**src/hdl/rrgd_pkg.sv**
```systemverilog
// ----------------------------------------------------------------------------
// rrgd_pkg
// Types and constants shared by the ridge regression solver.
// ----------------------------------------------------------------------------
package rrgd_pkg;
	localparam int IN_FEATURES = 4;
	localparam int ACC_W = 48;
	localparam int W_W = 32;
	localparam logic signed [W_W-1:0] ONE_Q16 = 32'sd65536;
	localparam logic signed [ACC_W-1:0] ACC_MAX = {1'b0, {(ACC_W-1){1'b1}}};
	localparam logic signed [ACC_W-1:0] ACC_MIN = {1'b1, {(ACC_W-1){1'b0}}};

	localparam logic [1:0] REG_STEP = 2'd0;
	localparam logic [1:0] REG_RIDGE = 2'd1;
	localparam logic [1:0] REG_ITER = 2'd2;
	localparam logic [1:0] REG_ACTIVE = 2'd3;

	typedef struct packed {
		logic signed [15:0] feature_0;
		logic signed [15:0] feature_1;
		logic signed [15:0] feature_2;
		logic signed [15:0] feature_3;
		logic signed [15:0] target_value;
		logic               final_sample;
	} sample_t;

	typedef struct packed {
		logic [1:0]         weight_index;
		logic signed [31:0] weight_value;
		logic               last_weight;
	} weight_t;

	function automatic logic signed [ACC_W-1:0] sat48(input logic signed [ACC_W+1:0] x);
		if (x > $signed({2'b00, ACC_MAX})) return ACC_MAX;
		if (x < $signed({2'b11, ACC_MIN})) return ACC_MIN;
		return x[ACC_W-1:0];
	endfunction

	// floor((x + 2^15) / 2^16)
	function automatic logic signed [79:0] shr16_round(input logic signed [79:0] x);
		logic signed [79:0] y;
		y = x + 80'sd32768;
		return y >>> 16;
	endfunction
endpackage

```
**src/hdl/rrgd_divider.sv**
```systemverilog
// ----------------------------------------------------------------------------
// rrgd_divider
// Restoring divider, one quotient bit per cycle, rounds half away from zero.
// ----------------------------------------------------------------------------
module rrgd_divider
	import rrgd_pkg::*;
#(
	parameter int COUNT_BITS = 16
) (
	input  logic                          clk,
	input  logic                          arst_n,
	input  logic                          start,
	input  logic signed [ACC_W-1:0]       dividend,
	input  logic [COUNT_BITS-1:0]         divisor,
	output logic                          done,
	output logic signed [ACC_W-1:0]       quotient
);
	localparam int NB = ACC_W + 1;
	logic              busy_q, neg_q;
	logic [NB-1:0]     num_q, quo_q;
	logic [COUNT_BITS:0] rem_q;
	logic [COUNT_BITS-1:0] den_q;
	logic [$clog2(NB+1)-1:0] cnt_q;
	logic [COUNT_BITS+1:0] trial;
	logic [NB-1:0]     mag;

	assign mag = dividend[ACC_W-1] ? NB'(-$signed({dividend[ACC_W-1], dividend}))
		: NB'({1'b0, dividend});
	assign trial = {rem_q, num_q[NB-1]} - {2'b00, den_q};

	always_ff @(posedge clk or negedge arst_n) begin
		if (!arst_n) begin
			busy_q <= 1'b0;
			done <= 1'b0;
		end else begin
			done <= 1'b0;
			if (start) begin
				busy_q <= 1'b1;
				cnt_q <= ($clog2(NB+1))'(NB);
			end else if (busy_q) begin
				cnt_q <= cnt_q - 1'b1;
				if (cnt_q == ($clog2(NB+1))'(1)) begin
					busy_q <= 1'b0;
					done <= 1'b1;
				end
			end
		end
	end

	always_ff @(posedge clk) begin
		if (start) begin
			neg_q <= dividend[ACC_W-1];
			num_q <= mag + NB'(divisor >> 1);
			den_q <= divisor;
			rem_q <= '0;
			quo_q <= '0;
		end else if (busy_q) begin
			num_q <= num_q << 1;
			if (!trial[COUNT_BITS+1]) begin
				rem_q <= trial[COUNT_BITS:0];
				quo_q <= {quo_q[NB-2:0], 1'b1};
			end else begin
				rem_q <= {rem_q[COUNT_BITS-1:0], num_q[NB-1]};
				quo_q <= {quo_q[NB-2:0], 1'b0};
			end
		end
	end

	assign quotient = neg_q ? ACC_W'(-$signed(quo_q)) : ACC_W'(quo_q);
endmodule

```
**config.mk**
```make
export PLATFORM = sky130hd
export DESIGN_NAME = rrgd_divider
export DESIGN_NICKNAME = d
export VERILOG_FILES = /design/src/hdl/rrgd_pkg.sv /design/src/hdl/rrgd_divider.sv
export SDC_FILE = /design/constraint.sdc
export NUM_CORES = 1
export LEC_CHECK = 0
export BUFFER_PORTS_ARGS = -buffer_cell sky130_fd_sc_hd__buf_2
export CAP_MARGIN = 5
export CORE_MARGIN = 3
export CORE_UTILIZATION = 55
export CTS_BUF_LIST = sky130_fd_sc_hd__clkbuf_8
export CTS_CLUSTER_DIAMETER = 80
export DETAILED_ROUTE_END_ITERATION = 7
export GPL_ROUTABILITY_DRIVEN = 0
export PLACE_DENSITY = 0.75
export SLEW_MARGIN = 20
export SYNTH_ARGS = -nofsm -noshare
export SYNTH_HDL_FRONTEND = slang
export SYNTH_SLANG_ARGS = --single-unit
```
**constraint.sdc**
```tcl
create_clock -name clk -period 10.6 [get_ports clk]
set_input_delay 2.12 -clock clk [delete_from_list [all_inputs] [get_ports clk]]
set_output_delay 2.12 -clock clk [all_outputs]
set_load 0.1 [all_outputs]
```
==> results of run 1 <==
worst max-delay path: stages (launching register included):
cell and delay (ns):
dfxtp_1 0.38, or4_4 0.59, nor4_4 0.33, nand3_2 0.17, or4_4 0.53, or4_1 0.50, or4_1 0.60, o41ai_4 0.30
xnor2_1 0.15, buf_2 0.44
synth_stat cells (14+ instances only):
cell type | count | area share [%]
o31ai_1 | 31 | 2.4
o41ai_1 | 18 | 1.6
mux2i_1 | 56 | 5.7
xor2_1 | 29 | 2.6
nor4_1 | 25 | 1.6
ha_1 | 37 | 4.7
or4_1 | 16 | 1.2
nor3_1 | 25 | 1.3
or2_2 | 14 | 0.89
a21oi_1 | 37 | 1.9
nor2_1 | 110 | 4.2
dfxtp_1 | 65 | 13
o21ai_0 | 47 | 2.4
edfxtp_1 | 72 | 22
xnor2_1 | 112 | 9.9
inv_1 | 40 | 1.5
nand2_1 | 65 | 2.5
mux2_2 | 37 | 4.2
clkbuf_1 | 40 | 1.5
a211oi_1 | 22 | 1.7
metrics by stage:
| step | hold slack [ns] | setup slack [ns] | util [%] | instance area, µm² |
|---|---|---|---|---|
| CTS | 0.4983 | 4.019 | 63.47 | 11050 |
| detailed placement | 0.4855 | 3.792 | 60.92 | 10610 |
| global placement | 0.4745 | 3.933 | 60.92 | 10610 |
| global route | 0.5160 | 3.794 | 63.63 | 11080 |
| floorplan | 0.4579 | 3.726 | - | 9882 |
| finish | 0.4949 | 4.032 | 63.63 | 11080 |
power by group:
group	leakage [nW]	switching, mW	total [mW]	internal, mW
registers	1.29	0.0152	0.636	0.621
logic	3.23	0.134	0.243	0.108
clock network	0.227	0.228	0.478	0.250
final cells by class:
| cell class | count | area [µm²] | share of cell area [%] |
|---|---|---|---|
| tap | 225 | 281.5 | 2.540 |
| multi-input combinational | 836 | 6053 | 54.62 |
| clock inverter | 14 | 196.4 | 1.773 |
| timing repair buffer | 120 | 635.6 | 5.736 |
| clock buffer | 18 | 247.7 | 2.236 |
| sequential | 139 | 3517 | 31.74 |
| inverter | 40 | 150.1 | 1.355 |
registers in the layout, indices dropped and copies added, names as in the netlist:
signal,flops
busy_q,1
num_q,49
quo_q,48
cnt_q,6
rem_q,17
den_q,16
done,1
neg_q,1
routing by layer:
layer  share of wire (%)  up-vias
met5                   0        -
met4                 1.7        0
met3                 4.0       28
met2                  46      212
met1                  48     3843
li1                    -     4114
cells by family (layout without fill, tap and decap cells):
| kind of cell | Yosys count | count (layout) | share of synthesized area [%] |
|---|---|---|---|
| buffers and inverters | 88 | 192 | 3.393 |
| multiplexers | 93 | 93 | 9.889 |
| flip-flops | 139 | 139 | 35.55 |
| AO/OA/AOI/OAI | 218 | 218 | 15.30 |
| AND/OR/NAND/NOR | 345 | 345 | 18.28 |
| XOR/XNOR | 141 | 141 | 12.50 |
| adder cells (fa/ha/maj) | 39 | 39 | 5.090 |
placed cells by master, fill, tap and decap left out, types with 14 or more instances in the layout:
cell type	synthesis	layout
buf_2	1	114
o21ai_0	47	47
nand2_1	65	64
xor2_1	29	29
ha_1	37	37
mux2i_1	56	56
edfxtp_1	72	72
clkbuf_8	0	18
xnor2_1	112	112
nor4_1	25	25
inv_1	40	40
dfxtp_1	65	65
a211oi_1	22	22
or2_2	14	14
mux2_2	37	37
o31ai_1	31	31
o41ai_1	18	18
or4_1	16	16
nor3_1	25	25
a21oi_1	37	37
nor2_1	110	110
worst paths after layout:
| path | endpoint | cells past startpoint | slack (ns) |
|---|---|---|---|
| setup / recovery | quotient[40] | 9 | 4.03 |
| setup reg to reg | rem_q[10] | 10 | 7.60 |
| min in group asynchronous | busy_q | 1 | 1.51 |
| hold reg to reg | rem_q[11] | 2 | 0.49 |
| hold / removal | rem_q[11] | 2 | 0.49 |
| max in group asynchronous | busy_q | 1 | 8.89 |
==> results.sh, run 1 <==
export IMPL_syn_area_um2=9882
export IMPL_grtUsageTotal_pct=22.15
export IMPL_tightest_slew_ns=0.8766
export IMPL_nets=1260
export IMPL_path_max_fanout=7
export IMPL_detail_route_antenna_nets=0
export IMPL_skew_ns=0.01649
export IMPL_syn_num_nets=1169
export IMPL_use_met1_pct=30.79
export IMPL_overflow=0
export IMPL_cts_buffer_depth=2
export IMPL_worstPathArrival_ns=4.45
export IMPL_fin_setup_tns_ns=0
export IMPL_fp_coreArea_um2=17420
export IMPL_hold_path_startpoint="rem_q[11]"
export IMPL_vias=8197
export IMPL_chipHeight_um=140.0
export IMPL_final_cells=1392
export IMPL_ctsHtreeMaxLevel=4
export IMPL_p_leak_nw=4.750
export IMPL_cts_sinks=139
export IMPL_synth_cells=1063
export IMPL_met3_usage_pct=3.858
export IMPL_powerDensity_nw_per_um2=122.5
export IMPL_viasPerCell=5.889
export IMPL_wl_per_cell_um=15.73
export IMPL_synthDistinctLibCells=70
export IMPL_clk_pin_slew_worst_paths_ns=0.09
export IMPL_antenna_found_initial=0
export IMPL_postSynth_asyncResetShare_pct=1.439
export IMPL_die_w_um=140.0
export IMPL_fmax_mhz=152.2
export IMPL_status="complete, no violations"
export IMPL_grt_max_degree=84
export IMPL_routed_wl_mm=21.90
export IMPL_cp_startpoint="quo_q[8]"
export IMPL_diodes=0
export IMPL_ios=116
export IMPL_drive_above_1_share_pct=19.62
export IMPL_slew_headroom_pct=41.56
export IMPL_hold_viol=0
export IMPL_clk_latency_ns=0.45
export IMPL_period_share_pct=61.96
export IMPL_cp_start_kind="register"
export IMPL_synth_edff_count=72
export IMPL_yosysWarnings=0
export IMPL_fillers=1471
export IMPL_cp_data_required_time_ns=8.48
export IMPL_ctsHoldBuffers=0
export IMPL_endpoint_kind="output port"
export IMPL_numPortBuffers=115
export IMPL_synth_flop_cell="edfxtp_1"
export IMPL_top_usage_layer="met2"
export IMPL_numCtsBuffers=17
export IMPL_firstDrtPassIters=4
export IMPL_grt_pass1_vias=7550
export IMPL_setup_viol=0
export IMPL_avgSynthCellArea_um2=9.296
export IMPL_grt_setup_unrepaired="no"
export IMPL_start_util_pct=56.74
export IMPL_drv_cap=0
export IMPL_power_total_mw=1.358
export IMPL_drc_errors=0
export IMPL_row_count=48
export IMPL_grt_pass1_wl_mm=36.40
export IMPL_synth_seq_cells=139
export IMPL_postCtsSetupBuffers=0
export IMPL_dpl_hpwl_mm=16.24
export IMPL_place_inst=1359
export IMPL_area_delta_synth_final_pct=12.14
export IMPL_cts_resized=0
export IMPL_use_met2_pct=35.81
export IMPL_period_minus_slack_ns=6.568
export IMPL_clockRootBuffer="clkbuf_8"
export IMPL_die_area_um2=19610
export IMPL_reg2reg_from="den_q[13]"
export IMPL_cts_tree="yes"
export IMPL_drt_iter0_markers=470
export IMPL_slew_violations=0
export IMPL_hp_class="register to register"
export IMPL_ir_drop_uv=81.47
export IMPL_worstSetupPathType="register to output port"
export IMPL_seq_area_frac_synth_pct=35.55
No activity file was read; power rests on OpenSTA's default activity.
==> run 2: changes to the inputs <==
- PLACE_DENSITY: 0.75 -> 0.78
- clock period: 10.6 -> 5.91 ns (I/O delays scaled with it)
==> run 2 against run 1 <==
Effect of this change: register-to-register slack worse by 4.8 ns; worst setup slack worse by 3.7 ns; final area is 0.27% lower; die area stayed put; sequential share of layout area is 0.086 points higher; first-iteration DRC count is 4.5% higher; combinational power is 77% higher; via count is 0.50% lower; count of clock-buffer cells in the layout is 1 lower; flip-flop and latch count stayed put; clock skew is 0.0042 ns lower; sequential power is 79% higher; critical path type unchanged.
==> results.sh, run 2 (synthesis results as in run 1) <==
export IMPL_seq_power_share_pct=48.9
export IMPL_die_w_um=140.0
export IMPL_top_register="num_q"
export IMPL_firstDrtPassIters=5
export IMPL_hold_path_startpoint="rem_q[11]"
export IMPL_p_sw_mw=0.6778
export IMPL_fp_coreArea_um2=17420
export IMPL_p_leak_nw=4.738
export IMPL_grt_pass1_vias=7473
export IMPL_area_delta_synth_final_pct=11.84
export IMPL_detail_route_antenna_nets=0
export IMPL_whs_ns=0.4883
export IMPL_grtUsageTotal_pct=22.19
export IMPL_drt_iter0_markers=491
export IMPL_ctsHoldBuffers=0
export IMPL_clkPwrFrac_pct=32.6
export IMPL_fillers=1489
export IMPL_viasPerCell=5.834
export IMPL_die_area_um2=19610
export IMPL_layout_common_cells="buf_2, xnor2_1, nor2_1"
export IMPL_worstSetupPathType="register to output port"
export IMPL_hold_viol=0
export IMPL_final_cell_area_um2=11050
export IMPL_fin_setup_tns_ns=0
export IMPL_worstPathArrival_ns=4.43
export IMPL_slew_violations=0
export IMPL_ir_drop_uv=144.0
export IMPL_placed_area_um2=10660
export IMPL_grt_setup_unrepaired="no"
export IMPL_ctsHtreeMaxLevel=4
export IMPL_skew_ns=0.01232
export IMPL_cp_start_kind="register"
export IMPL_dpl_hpwl_mm=16.15
export IMPL_nets=1266
export IMPL_reg2reg_depth=12
export IMPL_tightest_slew_ns=1.090
export IMPL_r2r_slack_ns=2.80
export IMPL_sw_frac_of_total_pct=29.02
export IMPL_grt_pass1_wl_mm=36.38
export IMPL_min_to="rem_q[11]"
export IMPL_hp_class="register to register"
export IMPL_cts_sinks=139
export IMPL_overflow=0
export IMPL_largestRegisters="num_q (49), quo_q (48), rem_q (17)"
export IMPL_period_share_pct=94.90
export IMPL_path_max_fanout=7
export IMPL_cts_resized=0
export IMPL_status="complete, no violations"
export IMPL_drc_errors=0
export IMPL_p_int_mw=1.658
export IMPL_period_minus_slack_ns=5.609
export IMPL_grt_max_degree=83
export IMPL_postCtsSetupBuffers=0
export IMPL_powerDensity_nw_per_um2=211.3
export IMPL_clk_pin_slew_worst_paths_ns=0.09
export IMPL_clk_latency_ns=0.45
export IMPL_chipHeight_um=140.0
export IMPL_setup_viol=0
export IMPL_numPortBuffers=115
export IMPL_cts_tree="yes"
export IMPL_multi_input_area_um2=6053
export IMPL_cp_data_required_time_ns=4.73
export IMPL_largest_reg_flops=49
export IMPL_row_count=48
export IMPL_cts_buffer_depth=2
export IMPL_diodes=0
export IMPL_fmax_mhz=178.3
export IMPL_drv_cap=0
export IMPL_endpoint_kind="output port"
export IMPL_reg2reg_from="den_q[1]"
export IMPL_slew_headroom_pct=27.35
export IMPL_numCtsBuffers=17
export IMPL_antenna_found_initial=0
export IMPL_comb_power_share_pct=18.5
export IMPL_routed_wl_mm=21.89
export IMPL_seq_area_um2=3517
export IMPL_wl_per_cell_um=15.66
export IMPL_holdPathStages=2
export IMPL_drive_above_1_share_pct=20.03
export IMPL_ios=116
export IMPL_vias=8156
export IMPL_clockRootBuffer="clkbuf_8"
export IMPL_start_util_pct=56.74
export IMPL_worstReg2RegEnd="rem_q[4]"
export IMPL_mostFrequentLayoutCell="buf_2"
[run 2: critical path, stage by stage (launching register included)]
cell and delay (ns):
dfxtp_1 0.38, or4_4 0.60, nor4_4 0.33, nand3_2 0.17, or4_4 0.53, or4_1 0.49, or4_1 0.58, o41ai_4 0.27
xnor2_1 0.16, buf_2 0.45
[run 2: per-stage QoR]
step           setup WS, ns  cells  total power [mW]  utilization (%)
2_1_floorplan       0.03192   1063             1.471                -
3_3_place_gp         0.4899   1366             1.580            61.22
3_5_place_dp         0.4136   1366             1.591            61.22
4_1_cts              0.2711   1398             2.356            63.46
5_1_grt             0.06878   1398             2.456            63.46
6_report             0.3011   1398             2.335            63.46
[run 2: power by group through the flow]
stage / clock network [mW] / logic (mW) / registers [mW]
after floorplan: 0 / 0.319 / 1.15
after global placement: 0 / 0.418 / 1.16
after detailed placement: 0 / 0.427 / 1.16
after CTS: 0.783 / 0.430 / 1.14
after global routing: 0.826 / 0.478 / 1.15
final: 0.762 / 0.431 / 1.14
[run 2: how the worst max path moves through the flow]
stage	endpoint	startpoint	slack, ns
after floorplan	num_q[45]	dividend[47]	0.03
final	quotient[40]	quo_q[8]	0.30
after global routing	quotient[38]	quo_q[8]	0.07
after detailed placement	num_q[45]	dividend[0]	0.41
after global placement	num_q[45]	dividend[0]	0.49
after CTS	quotient[40]	quo_q[8]	0.27
[run 2: cell type report]
type,instances,area share (%)
multi-input combinational,836,54.77
tap,225,2.547
clock buffer,17,2.117
timing repair buffer,126,5.978
clock inverter,15,1.404
inverter,40,1.359
sequential,139,31.82
[run 2: per-layer routing]
metal  up-vias  part of all wire, %  GRT usage (%)
met5         -                    0              0
met4         0                  1.3          5.864
met3        23                  5.0          4.063
met2       200                   47          35.65
met1      3818                   47          31.07
li1       4115                    -              -
