<file path="src/hdl/rrgd_ram.sv">
// ----------------------------------------------------------------------------
// rrgd_ram
// Generic single-port-write, one-read RAM with registered read.
// ----------------------------------------------------------------------------
module rrgd_ram #(
	parameter int WIDTH = 48,
	parameter int DEPTH = 16
) (
	input  logic                     clk,
	input  logic                     we,
	input  logic [$clog2(DEPTH)-1:0] waddr,
	input  logic [WIDTH-1:0]         wdata,
	input  logic [$clog2(DEPTH)-1:0] raddr,
	output logic [WIDTH-1:0]         rdata
);
	logic [WIDTH-1:0] mem [DEPTH];

	always_ff @(posedge clk) begin
		if (we) mem[waddr] <= wdata;
		rdata <= mem[raddr];
	end
endmodule

</file>
<file path="config.mk">
export PLATFORM = sky130hd
export DESIGN_NAME = rrgd_ram
export DESIGN_NICKNAME = d
export VERILOG_FILES = /design/src/hdl/rrgd_ram.sv
export SDC_FILE = /design/constraint.sdc
export NUM_CORES = 1
export LEC_CHECK = 0
export BUFFER_PORTS_ARGS = -buffer_cell sky130_fd_sc_hd__buf_2
export CAP_MARGIN = 20
export CORE_ASPECT_RATIO = 0.9
export CORE_UTILIZATION = 45
export DETAILED_ROUTE_END_ITERATION = 8
export PLACE_DENSITY_LB_ADDON = 0.2
export SLEW_MARGIN = 20
export SYNTH_ARGS = -nofsm -noshare
export SYNTH_HDL_FRONTEND = slang
export SYNTH_SLANG_ARGS = --single-unit
export TNS_END_PERCENT = 5
</file>
<file path="constraint.sdc">
create_clock -name clk -period 4.65 [get_ports clk]
set_clock_uncertainty 0.05 [all_clocks]
set_input_delay 0 -clock clk [delete_from_list [all_inputs] [get_ports clk]]
set_output_delay 0 -clock clk [all_outputs]
set_load 0.1 [all_outputs]
</file>
==> results of run 1 <==
-- report_power, final --
part / internal [mW] / switching (mW)
clock: 3.77 / 2.58
sequential: 8.22 / 0.0501
combinational: 0.324 / 0.770
-- per-layer routing --
metal	share of wire	routed length (um)	vias to the layer above
met5	0.00042	26	-
met4	0.018	1090	4
met3	0.042	2610	81
met2	0.50	30800	287
met1	0.44	27000	7156
li1	-	-	5746
-- worst paths after layout --
path	from	endpoint	slack [ns]
worst max-delay path	raddr[2]	rdata[10]	1.69
worst min register to register	mem[14][21]	rdata[21]	0.61
worst max register to register	mem[6][10]	rdata[10]	2.32
worst min-delay path	waddr[0]	mem[0][25]	0.07
-- synth_stat cells --
cell / number
sky130_fd_sc_hd__nor2b_1: 2
sky130_fd_sc_hd__mux4_2: 192
sky130_fd_sc_hd__nor2_1: 13
sky130_fd_sc_hd__and2_1: 1
sky130_fd_sc_hd__nor3_1: 4
sky130_fd_sc_hd__buf_2: 8
sky130_fd_sc_hd__nand2b_1: 2
sky130_fd_sc_hd__nand3b_1: 2
sky130_fd_sc_hd__a22oi_1: 96
sky130_fd_sc_hd__nand2_1: 49
sky130_fd_sc_hd__or3b_2: 1
sky130_fd_sc_hd__nand3_1: 1
sky130_fd_sc_hd__clkbuf_1: 28
sky130_fd_sc_hd__buf_4: 18
sky130_fd_sc_hd__buf_1: 9
sky130_fd_sc_hd__dfxtp_1: 48
sky130_fd_sc_hd__edfxtp_1: 768
-- area by class of cell --
cell class,count,share of cell area
antenna,1,0.0000723
clock buffer,115,0.0655
clock inverter,30,0.00966
multi-input combinational,363,0.159
sequential,816,0.694
tap,855,0.0309
timing repair buffer,190,0.0408
-- logic make-up after synthesis --
| kind of cell | count (synthesis) | share of synthesized area |
|---|---|---|
| compound gates | 96 | 0.0243 |
| buf+inv | 63 | 0.0106 |
| flops | 816 | 0.809 |
| mux | 192 | 0.146 |
| simple gates | 75 | 0.0105 |
-- metrics by stage --
step	hold WS, ns	worst slack, ns	cell area (um2)	utilization	power, mW
2_1_floorplan	0.0489	0.296	29700	-	9.17
3_3_place_gp	0.313	2.31	31400	0.486	9.47
3_5_place_dp	0.337	2.30	31500	0.487	9.50
4_1_cts	0.0552	1.75	34600	0.535	15.9
5_1_grt	0.0804	1.66	34600	0.535	16.2
6_report	0.0739	1.69	34600	0.535	15.7
-- sequential cells by signal, summed over array words and instances, names as in the netlist --
| signal | count |
|---|---|
| mem | 768 |
| rdata | 48 |
-- critical path, delay by kind of cell --
| kind | cells | cell delay, ns |
|---|---|---|
| compound gates | 1 | 0.14 |
| buf+inv | 5 | 2.84 |
| simple gates | 2 | 0.48 |
-- cells in the final DEF, fill, tap and decap left out, types with 2 or more instances in the layout --
master / synthesis / layout
sky130_fd_sc_hd__a22oi_1: 96 / 96
sky130_fd_sc_hd__buf_12: 0 / 3
sky130_fd_sc_hd__buf_16: 0 / 3
sky130_fd_sc_hd__buf_2: 8 / 103
sky130_fd_sc_hd__buf_4: 18 / 26
sky130_fd_sc_hd__bufinv_16: 0 / 7
sky130_fd_sc_hd__clkbuf_1: 28 / 24
sky130_fd_sc_hd__clkbuf_16: 0 / 82
sky130_fd_sc_hd__clkbuf_8: 0 / 10
sky130_fd_sc_hd__clkinv_1: 0 / 10
sky130_fd_sc_hd__clkinv_2: 0 / 9
sky130_fd_sc_hd__dfxtp_1: 48 / 48
sky130_fd_sc_hd__dlygate4sd3_1: 0 / 53
sky130_fd_sc_hd__edfxtp_1: 768 / 768
sky130_fd_sc_hd__inv_6: 0 / 2
sky130_fd_sc_hd__mux4_2: 192 / 192
sky130_fd_sc_hd__nand2_1: 49 / 49
sky130_fd_sc_hd__nand2b_1: 2 / 2
sky130_fd_sc_hd__nand3b_1: 2 / 2
sky130_fd_sc_hd__nor2_4: 0 / 13
sky130_fd_sc_hd__nor2b_4: 0 / 2
sky130_fd_sc_hd__nor3_2: 0 / 4
==> flow_results.org, run 1 <==
** Die
- The floorplan step set the die height to between 200 and 250 um.
- Placement row count :: 88
- The core region is roughly 65,000 um2.
- Top Ports :: between 100 and 150
- The die covers between 60,000 and 70,000 um2.
- Effective utilization at floorplan :: 0.459
- Die width :: 273 um

** Timing
- Setup-failing EPs final :: 0
- Adding up every negative setup slack in the final design gives 0 ns.
- Final worst-path cycle share :: 0.636
- The number of pins exceeding their max-slew limit in the final report came to 0.
- Clock period minus final worst setup slack :: 2.96 ns
- Setup repair after global routing missed its margin :: no
- Final hold vios :: 0
- In this run the tightest slew margin relative to its limit is 0.316.
- Worst Tran Pin Value :: ~1.0 ns
- Static timing analysis puts the maximum clock frequency at roughly 340 MHz.

** Global routing
- Busiest grt layer :: met2
- The first global-routing pass estimated 91.4 mm of wire.
- Met1 track demand over resource in global routing :: 0.262
- The number of antenna violations at the first check in global routing was 2.
- Met2 demand-to-capacity share in global routing :: 0.310
- Total congestion overflow after global routing :: 0
- The via count of the first global-routing pass was 14.1k.
- Met3 capacity usage during global routing :: 0.0326
- Entering global routing, the biggest net connects 92 pins.
- For this run, the total global-route usage over all layers was measured as 0.188.

** Clock tree
- Register clock-pin slew on the reported worst setup and hold paths :: roughly 0.060 ns
- Counting along the longest clock path gives a buffer depth of 3.
- Inserted Clock Buffers :: 79
- Number of sinks driven by the clock tree :: 816
- Setup Buffers After CTS :: 0
- # resized after CTS :: 0
- For the worst-skew pair, the clock arrives at the later sink with an insertion delay of 0.61 ns.
- In this run, post-CTS hold repair placed 53 buffers.
- H-tree Lvls :: 3
- CTS tree :: yes
- Clock tree synthesis selected as its root buffer the cell sky130_fd_sc_hd__clkbuf_16.

** Worst hold path
- Hold Crit Class :: input pin to register
- Worst hold path cell count :: 3

** Yosys
- Post-synthesis net count :: about 1.3k
- Post-synthesis instance area :: 29,700 um2
- Post-synth top area share :: 0.777
- Cell type with the largest total area after synthesis :: sky130_fd_sc_hd__edfxtp_1
- Share of synthesized area occupied by flip-flops and latches :: 0.809
- Flip-flop and latch count after synthesis :: 816
- Top post-synthesis cells by area :: sky130_fd_sc_hd__edfxtp_1, sky130_fd_sc_hd__mux4_2, sky130_fd_sc_hd__dfxtp_1
- Synthesis handed over a netlist of approximately 1.2k instances.
- Avg Inst Size Synth :: 23.9 um2
- Yosys synthesis warning count :: 0
- Count of cell types in the netlist :: 17

** Place
- HPWL after DPL :: 31.6 mm
- Counting tap cells, the placed design contains a total of between 2k and 2.5k instances.
- Global placement routability congestion :: 0.707
- Input and output buffers added on the ports amount to 105.

** Setup path
- List of cells traversed by the critical path :: dlygate4sd3_1 -> buf_2 -> nor2b_4 -> dlygate4sd3_1 -> a22oi_1 -> dlygate4sd3_1 -> nand2_1 -> dlygate4sd3_1
- The worst setup path is of the input pin to register kind.
- Critical path fanouts, max :: 9
- For the worst setup path, the data arrival time is roughly 3.5 ns.
- Startpoint type of the worst setup path :: input pin
- STA classifies the critical path endpoint as a register.
- Crit-path most repeated cell :: sky130_fd_sc_hd__dlygate4sd3_1
- Largest stage delay on the critical path :: 1.03 ns
- Slowest CP cell :: sky130_fd_sc_hd__dlygate4sd3_1
- STA puts the critical path data required time at 5.16 ns.
- Measured in cells, the most critical reg-to-reg path has a length of 5.

** Drt
- For this run, design rule violations remaining after detail routing come to 0.
- Post-detailed-routing wire length :: 61.5 mm
- After detailed routing, the average wire length per cell comes to 26.0 um.
- For this block, the initial DRC count from the detailed router was around 1.2k.
- Using the TritonRoute via totals, the vias-per-cell ratio works out to 5.60.
- Post-DRT Antenna Nets :: 0
- Number of detailed-route iterations in the first pass :: 4
- The routed layout has 13.3k vias.

** Finish
- Post-route non-filler standard cell count :: 2,370
- The final layout contains between 1.5k and 2k nets.
- Area growth syn-to-layout :: 16.5%
- The filler cells instantiated in the layout total ~4.9k.
- Register Area :: 24,000 um2
- The multi-input combinational cells in the finished layout cover a total of 5490 um2.
- Proportion of layout cells with a drive suffix above 1 :: 0.304

** Power
- Worst ir drop on vdd :: 0.000386 V
- Total leakage power :: 11.1 nW
- Power spread over the standard cell area amounts to between 400 and 500 nW/um2.

** Run
- The tool flagged a number of max-cap violations equal to 0.

** Status
- Run status :: completed
Power figures use the tool's default switching activity.
==> inputs of run 2 (changes only) <==
Clock period 4.65 ns to 3.1 ns, I/O delays scaled along.
==> flow_results.org, run 2 (synthesis results as in run 1) <==
** Clock tree
- Buffer type at the clock tree root :: sky130_fd_sc_hd__clkbuf_16
- Later-pin clock latency in the skew report :: 0.61 ns
- Setup Buffers After CTS :: 0
- Clock-pin slew was measured on the worst setup and hold paths at 0.06 ns.
- In this run the deepest clock path goes through 3 buffers.
- The H-tree generated during clock tree synthesis spans 3 levels.
- Number of sinks driven by the clock tree :: 816
- CTS tree :: yes
- The number of clock buffers added by TritonCTS is 80.

** Finish
- The filler cells instantiated in the layout total 4,909.
- Leaving out fill and tap cells, the most frequent cell in the layout is sky130_fd_sc_hd__edfxtp_1.
- Register with the highest flop count :: mem
- Largest register FFs :: roughly 770
- In the final layout, the registers with the most flip-flops are mem (768), rdata (48).
- The area growth from synthesis to layout is 17.3%.
- Post-route non-filler standard cell count :: 2,379
- Proportion of layout cells with a drive suffix above 1 :: 0.309
- Post-route design area :: ~35,000 um2
- In the final design database the tool counted 1,515 nets.
- At the end of the flow the core is filled with cells to 0.539.
- In the layout the commonest cells are sky130_fd_sc_hd__edfxtp_1, sky130_fd_sc_hd__mux4_2, sky130_fd_sc_hd__buf_2, sky130_fd_sc_hd__a22oi_1, sky130_fd_sc_hd__clkbuf_16.

** Die
- In this run the horizontal extent of the chip is ~270 um.
- The die covers 67,000 um2.
- Height of the chip :: between 200 and 250 um
- Effective utilization at floorplan :: 0.459
- After floorplanning, the core was divided into between 80 and 90 placement rows.
- Core area :: around 65,000 um2
- Top Ports :: about 110

** Setup path
- The worst register-to-register path ends at rdata[41].
- R2R Setup Slk :: roughly 1.7 ns
- Measured in cells, the most critical reg-to-reg path has a length of 3.
- Setup crit end kind :: register
- List of cells traversed by the critical path :: dlygate4sd3_1 -> buf_2 -> nor3_4 -> dlygate4sd3_1 -> buf_12
- In this run the worst path has a maximum fanout of 12.
- The slowest stage of the critical path is the sky130_fd_sc_hd__dlygate4sd3_1 cell.
- CP Data Arrival Time :: 2.13 ns
- In this run the critical register-to-register path is launched from mem[0][41].
- The most numerous cell type found on the critical path is sky130_fd_sc_hd__dlygate4sd3_1.
- The largest single stage delay on the critical path is 0.89 ns.
- At the worst endpoint, the required time is 3.36 ns.
- Startpoint type of the worst setup path :: input pin
- The setup path with the least slack is of type input pin to register.

** Timing
- The number of pins exceeding their max-slew limit in the final report came to 0.
- The worst path in the final design needs a cycle of 1.87 ns, including I/O delays and setup.
- Final worst-path cycle share :: 0.603
- Headroom to the max-slew limit :: 0.312
- Setup violations remaining at the end of the flow were counted as 0.
- Max Clock Freq :: about 530 MHz
- Setup repair after global routing left no endpoint under its margin.
- At the pin with the least slew margin, the transition time is ~1.0 ns.
- The number of failing hold endpoints at the final stage came to 0.
- Setup slack closes at 1.23 ns.

** Power
- Worst ir drop on vdd :: approximately 0.00046 V
- Power per standard cell area :: 677 nW/um2
- Total leakage power :: 11.2 nW

** Place
- Including well taps, the total number of placed cells is 2,178.
- The HPWL after detailed placement is ~30 mm.
- Number of buffers added on ports :: 105
- Global placement routability congestion :: a little under 0.7
- Summing all placed instances gives a cell area of 31,700 um2.
- Timing analysis after detailed placement gives a worst setup slack of 1.07 ns.

** Worst hold path
- Endpoint with the worst hold slack :: rdata[5]
- Hold Crit Class :: input pin to register
- Worst hold path cell count :: 4
- In this run the most critical hold path is launched from raddr[3].

** Run
- Max-cap violations :: 0

** Drt
- After detailed routing, the number of vias per cell comes to 5.73.
- DRC errors left :: 0
- After detailed routing, the average wire length per cell comes to 27.3 um.
- The final layout contains routed wiring with a total length of 65.0 mm.
- The first routing iteration left around 1.3k violations.
- For this block, the via count after detailed routing is 13.6k.
- The detail route stage leaves a number of antenna-violating nets equal to 0.
- Number of detailed-route iterations in the first pass :: 5

** Global routing
- Initial antenna violation count :: 4
- Maximum number of pins on one net before global-route repair :: 60
- The via count of the first global-routing pass came to 14.1k.
- Across every metal layer, demand over resource in global routing totals 0.199.
- First-pass GRT wire length :: 95.9 mm
- Global routing finished with a remaining overflow of 0.

** Status
- Run status :: completed
==> run 2: power by group <==
| part | total (mW) | switching (mW) | internal (mW) |
|---|---|---|---|
| Sequential | 12.4 | 0.0856 | 12.3 |
| Clock | 9.50 | 3.94 | 5.56 |
| Combinational | 1.65 | 1.16 | 0.494 |
==> run 2: worst max path at each step <==
stage | start | end | slack, ns | cells past startpoint
2_1_floorplan | waddr[2] | mem[8][0] | -0.95 | 2
3_3_place_gp | raddr[0] | rdata[40] | 1.08 | 5
3_5_place_dp | raddr[0] | rdata[40] | 1.07 | 5
4_1_cts | waddr[1] | mem[0][5] | 1.24 | 5
5_1_grt | waddr[1] | mem[0][17] | 1.18 | 5
6_report | waddr[1] | mem[0][42] | 1.23 | 5
==> run 2: through the flow <==
| step | hold WS (ns) | total power, mW | TNS (ns) |
|---|---|---|---|
| final | 0.0240 | 23.6 | 0 |
| after floorplan | 0.0489 | 13.8 | -133.63 |
| after global placement | 0.326 | 14.2 | 0 |
| after detailed placement | 0.335 | 14.3 | 0 |
| after CTS | 0.00199 | 23.8 | 0 |
| after global routing | 0.0330 | 24.3 | 0 |
==> run 2: metal layers <==
| metal | up-vias | wire length (um) | track usage | part of all wire |
|---|---|---|---|---|
| li1 | 5748 | - | - | - |
| met1 | 7377 | 28100 | 0.286 | 0.43 |
| met2 | 425 | 32000 | 0.320 | 0.49 |
| met3 | 81 | 3870 | 0.0372 | 0.060 |
| met4 | 4 | 1040 | 0.0418 | 0.016 |
| met5 | - | 20 | 0 | 0.00031 |
==> run 2: area by class of cell <==
type / count / area, um2 / share of cell area
sequential: 816 / 24000 / 0.690
multi-input combinational: 363 / 5500 / 0.158
clock buffer: 121 / 2380 / 0.0684
timing repair buffer: 196 / 1650 / 0.0472
tap: 855 / 1070 / 0.0307
clock inverter: 27 / 211 / 0.00607
antenna: 1 / 2.50 / 0.0000718
==> run 2: worst max-delay path, delay by kind of cell <==
kind | cells | cell delay, ns
buffers and inverters | 4 | 1.83
and+or+nand+nor | 1 | 0.28
==> run 2: timing repair <==
action                                  CTS  global route
endpoints found under the setup margin    0             0
hold buffers                             52             0
resized for setup                         0             0
hold endpoints to repair                807             0
==> inputs of run 3 (changes only) <==
Settings changed: ABC_AREA from default to 1.
Clock period 3.1 ns to 1.6 ns, I/O delays scaled along.
==> flow_results.org, run 3 <==
** Power
- Total leakage power :: about 17 nW
- After layout, the design draws a total of about 47 mW.
- Of the total power, combinational logic draws 0.087.
- Power per standard cell area :: between 1000 and 1500 nW/um2
- Of the total power, registers draw 0.510.
- Of the total power, the clock network draws 0.404.
- The internal power of the cells totals 35.9 mW.
- Share of total power consumed by net switching :: 0.239
- Worst ir drop on vdd :: ~0.00074 V
- Power dissipated by switching net loads :: 11.3 mW

** Setup path
- In this run the worst setup path begins at rdata[33].
- Reg2Reg Launch Point :: mem[15][29]
- Required arrival time at the worst endpoint :: approximately 1.6 ns
- The kind of cell with the highest combined delay along the critical path is buffers and inverters.
- Critical path fanouts, max :: 1
- Counting both buffers and inverters, the worst setup path holds a total of 1.
- Startpoint type of the worst setup path :: register
- Largest stage delay on the critical path :: 0.47 ns
- Setup crit end kind :: primary output
- The slowest stage of the critical path belongs to the cell sky130_fd_sc_hd__buf_2.
- Setup Crit Path Kind :: register to primary output
- Data arrives at the worst endpoint at ~1.5 ns.
- List of cells traversed by the critical path :: buf_2

** Worst hold path
- In this run the worst hold path is classified as input pin to register.
- In this run the most critical hold path is launched from waddr[1].

** Finish
- Net count of the finished layout :: 3,414
- Proportion of layout cells with a drive suffix above 1 :: 0.101
- Final core occ :: 0.531
- The register with the most flip-flops in the layout has between 700 and 800 of them.
- Post-route design area :: 39,600 um2
- The largest registers in the layout are mem (768), rdata (48).
- Leaving out fill and tap cells, the most frequent cell in the layout is sky130_fd_sc_hd__nand2_1.
- Fill cells in the final layout number around 6.4k.
- Register with the highest flop count :: mem
- In the layout the commonest cells are sky130_fd_sc_hd__nand2_1, sky130_fd_sc_hd__edfxtp_1, sky130_fd_sc_hd__inv_1, sky130_fd_sc_hd__nand3_1, sky130_fd_sc_hd__buf_2.
- The area growth from synthesis to layout is 16.5%.

** Drt
- After detailed routing, the number of vias per cell comes to 5.04.
- Total via count in the routed design :: 22.2k
- For this block, the initial DRC count from the detailed router was 1,720.
- The first TritonRoute pass finished after 6 iterations.
- DRC errors left :: 0
- Post-detailed-routing wire length :: 82.3 mm
- Post-DRT Antenna Nets :: 0
- Wirelength per Cell :: between 15 and 20 um

** Global routing
- The via count of the first global-routing pass came to 21.1k.
- Maximum number of pins on one net before global-route repair :: 89
- The first global-routing pass estimated 127 mm of wire.
- The total overflow left after global routing is 0.
- For this run, the total global-route usage over all layers was measured as 0.217.
- Initial antenna violation count :: 2

** Yosys
- Most instantiated flip-flop cell in the synthesis netlist :: sky130_fd_sc_hd__edfxtp_1
- Top post-synthesis cells by area :: sky130_fd_sc_hd__edfxtp_1, sky130_fd_sc_hd__nand2_1, sky130_fd_sc_hd__nand3_1
- Counting flops with an async set or reset pin after synthesis yields a share of 0.
- In this run, distinct cell masters in the synthesized netlist total 15.
- Averaged over all synthesized cells, the footprint is 10.7 um2.
- The share of the Yosys chip area taken by registers is 0.707.
- Synthesis inferred 816 register bits.
- Yosys synthesis warning count :: 0
- Of the post-synthesis cell area, the dominant cell type holds 0.679.
- Cell type with the largest total area after synthesis :: sky130_fd_sc_hd__edfxtp_1
- Post-synthesis instance area :: 34,000 um2
- In this run, synthesis inferred 768 flip-flops with an integrated enable.
- The most common cell in the synthesized netlist is sky130_fd_sc_hd__nand2_1.
- Counting instances in the post-synthesis netlist gives the leading cell types as sky130_fd_sc_hd__nand2_1, sky130_fd_sc_hd__edfxtp_1, sky130_fd_sc_hd__inv_1.
- Synthesis produced a netlist with a net count of 3,223.
- Mapped Cells :: 3,165

** Status
- Run status :: completed

** Place
- The congestion estimate from routability-driven global placement came to around 0.8.
- HPWL after DPL :: 47.4 mm
- Summing all placed instances gives a cell area of 36,400 um2.
- Number of buffers added on ports :: about 110
- Post-placement setup slack :: 0.126 ns

** Clock tree
- Setup Buffers After CTS :: 0
- TritonCTS built the clock tree.
- At the later pin of the worst-skew pair, clock insertion delay measures around 0.64 ns.
- Counting every sink on the clock net gives 816.
- Buffer type at the clock tree root :: sky130_fd_sc_hd__clkbuf_16
- Clk buf depth :: 3
- H-tree Lvls :: 3
- Register clock-pin slew on the reported worst setup and hold paths :: 0.06 ns
- Inserted Clock Buffers :: 84

** Timing
- Final worst-path cycle share :: 0.985
- The routed design could run at a clock period as short as 1.58 ns.
- Number of max-slew violations in the final report :: 0
- Smallest hold slack :: 0.0492 ns
- Final setup margin :: 0.0234 ns
- At the pin with the least slew margin, the transition time is 0.512 ns.
- Max Clock Freq :: around 630 MHz
- Headroom to the max-slew limit :: 0.659
- Final hold vios :: 0
- Setup-failing EPs final :: 0

** Die
- Height of the chip :: around 260 um
- Core area :: 74,600 um2
- From left edge to right edge, the die measures 292 um.
- Top Ports :: 106
- The initial utilization of the core area, before any placement, comes to 0.455.
- Die ar. :: 76,600 um2
- Placement row count :: 95

** Run
- The tool flagged a number of max-cap violations equal to 0.
==> run 3: cell types whose count changed after synthesis, sizes merged, moves of 96 or more <==
cell	before	now
nand2	49	1013
inv	0	582
nand3	1	577
mux4	192	0
buf	35	133
a22oi	96	0
==> run 3: cells by family (layout without fill, tap and decap cells) <==
family	Yosys count	in the layout	synth area share
simple gates	1609	1609	0.199
buf+inv	740	1002	0.0941
other cells	0	2	0
flops	816	816	0.707
==> run 3: stage by stage <==
step                      setup TNS [ns]  cells
after floorplan                  -286.12   3165
after global placement                 0   4187
after detailed placement               0   4187
after CTS                              0   4397
after global routing            -0.00471   4397
final                                  0   4399
==> run 3: per-layer routing <==
layer | wire length [um] | up-vias | track usage
met5 | 0 | - | 0
met4 | 1650 | 0 | 0.0570
met3 | 5790 | 136 | 0.0387
met2 | 36600 | 760 | 0.324
met1 | 38300 | 10700 | 0.326
li1 | - | 10600 | -
==> run 3: power by group through the flow <==
stage / registers, mW / logic, mW / clock network (mW)
finish: 24.1 / 4.08 / 19.0
global route: 24.1 / 4.41 / 20.2
CTS: 24.1 / 4.11 / 19.5
detailed placement: 24.5 / 3.98 / 0
global placement: 24.5 / 3.94 / 0
floorplan: 25.5 / 1.62 / 0
==> run 3: area by class of cell <==
cell class,count,area (um2),share of cell area
Sequential cell,816,24000,0.607
Multi-Input combinational cell,1609,6890,0.174
Clock buffer,120,2320,0.0585
Inverter,582,2200,0.0557
Clock inverter,37,367,0.00926
Antenna cell,2,5.00,0.000126
Tap cell,970,1210,0.0306
Timing Repair Buffer,263,2590,0.0654
==> run 3: final timing paths <==
check	to	slack, ns	cells past startpoint
max reg2reg	rdata[29]	0.11	7
min	mem[3][31]	0.05	3
max	rdata[33]	0.02	1
min reg2reg	rdata[27]	0.61	6
==> run 3: what timing repair did <==
action / 4_1_cts / 5_1_grt
hold buffers: 53 / 0
setup endpoints to repair: 3 / 2
endpoints found under the hold margin: 813 / 0
gates resized for setup: 3 / 2
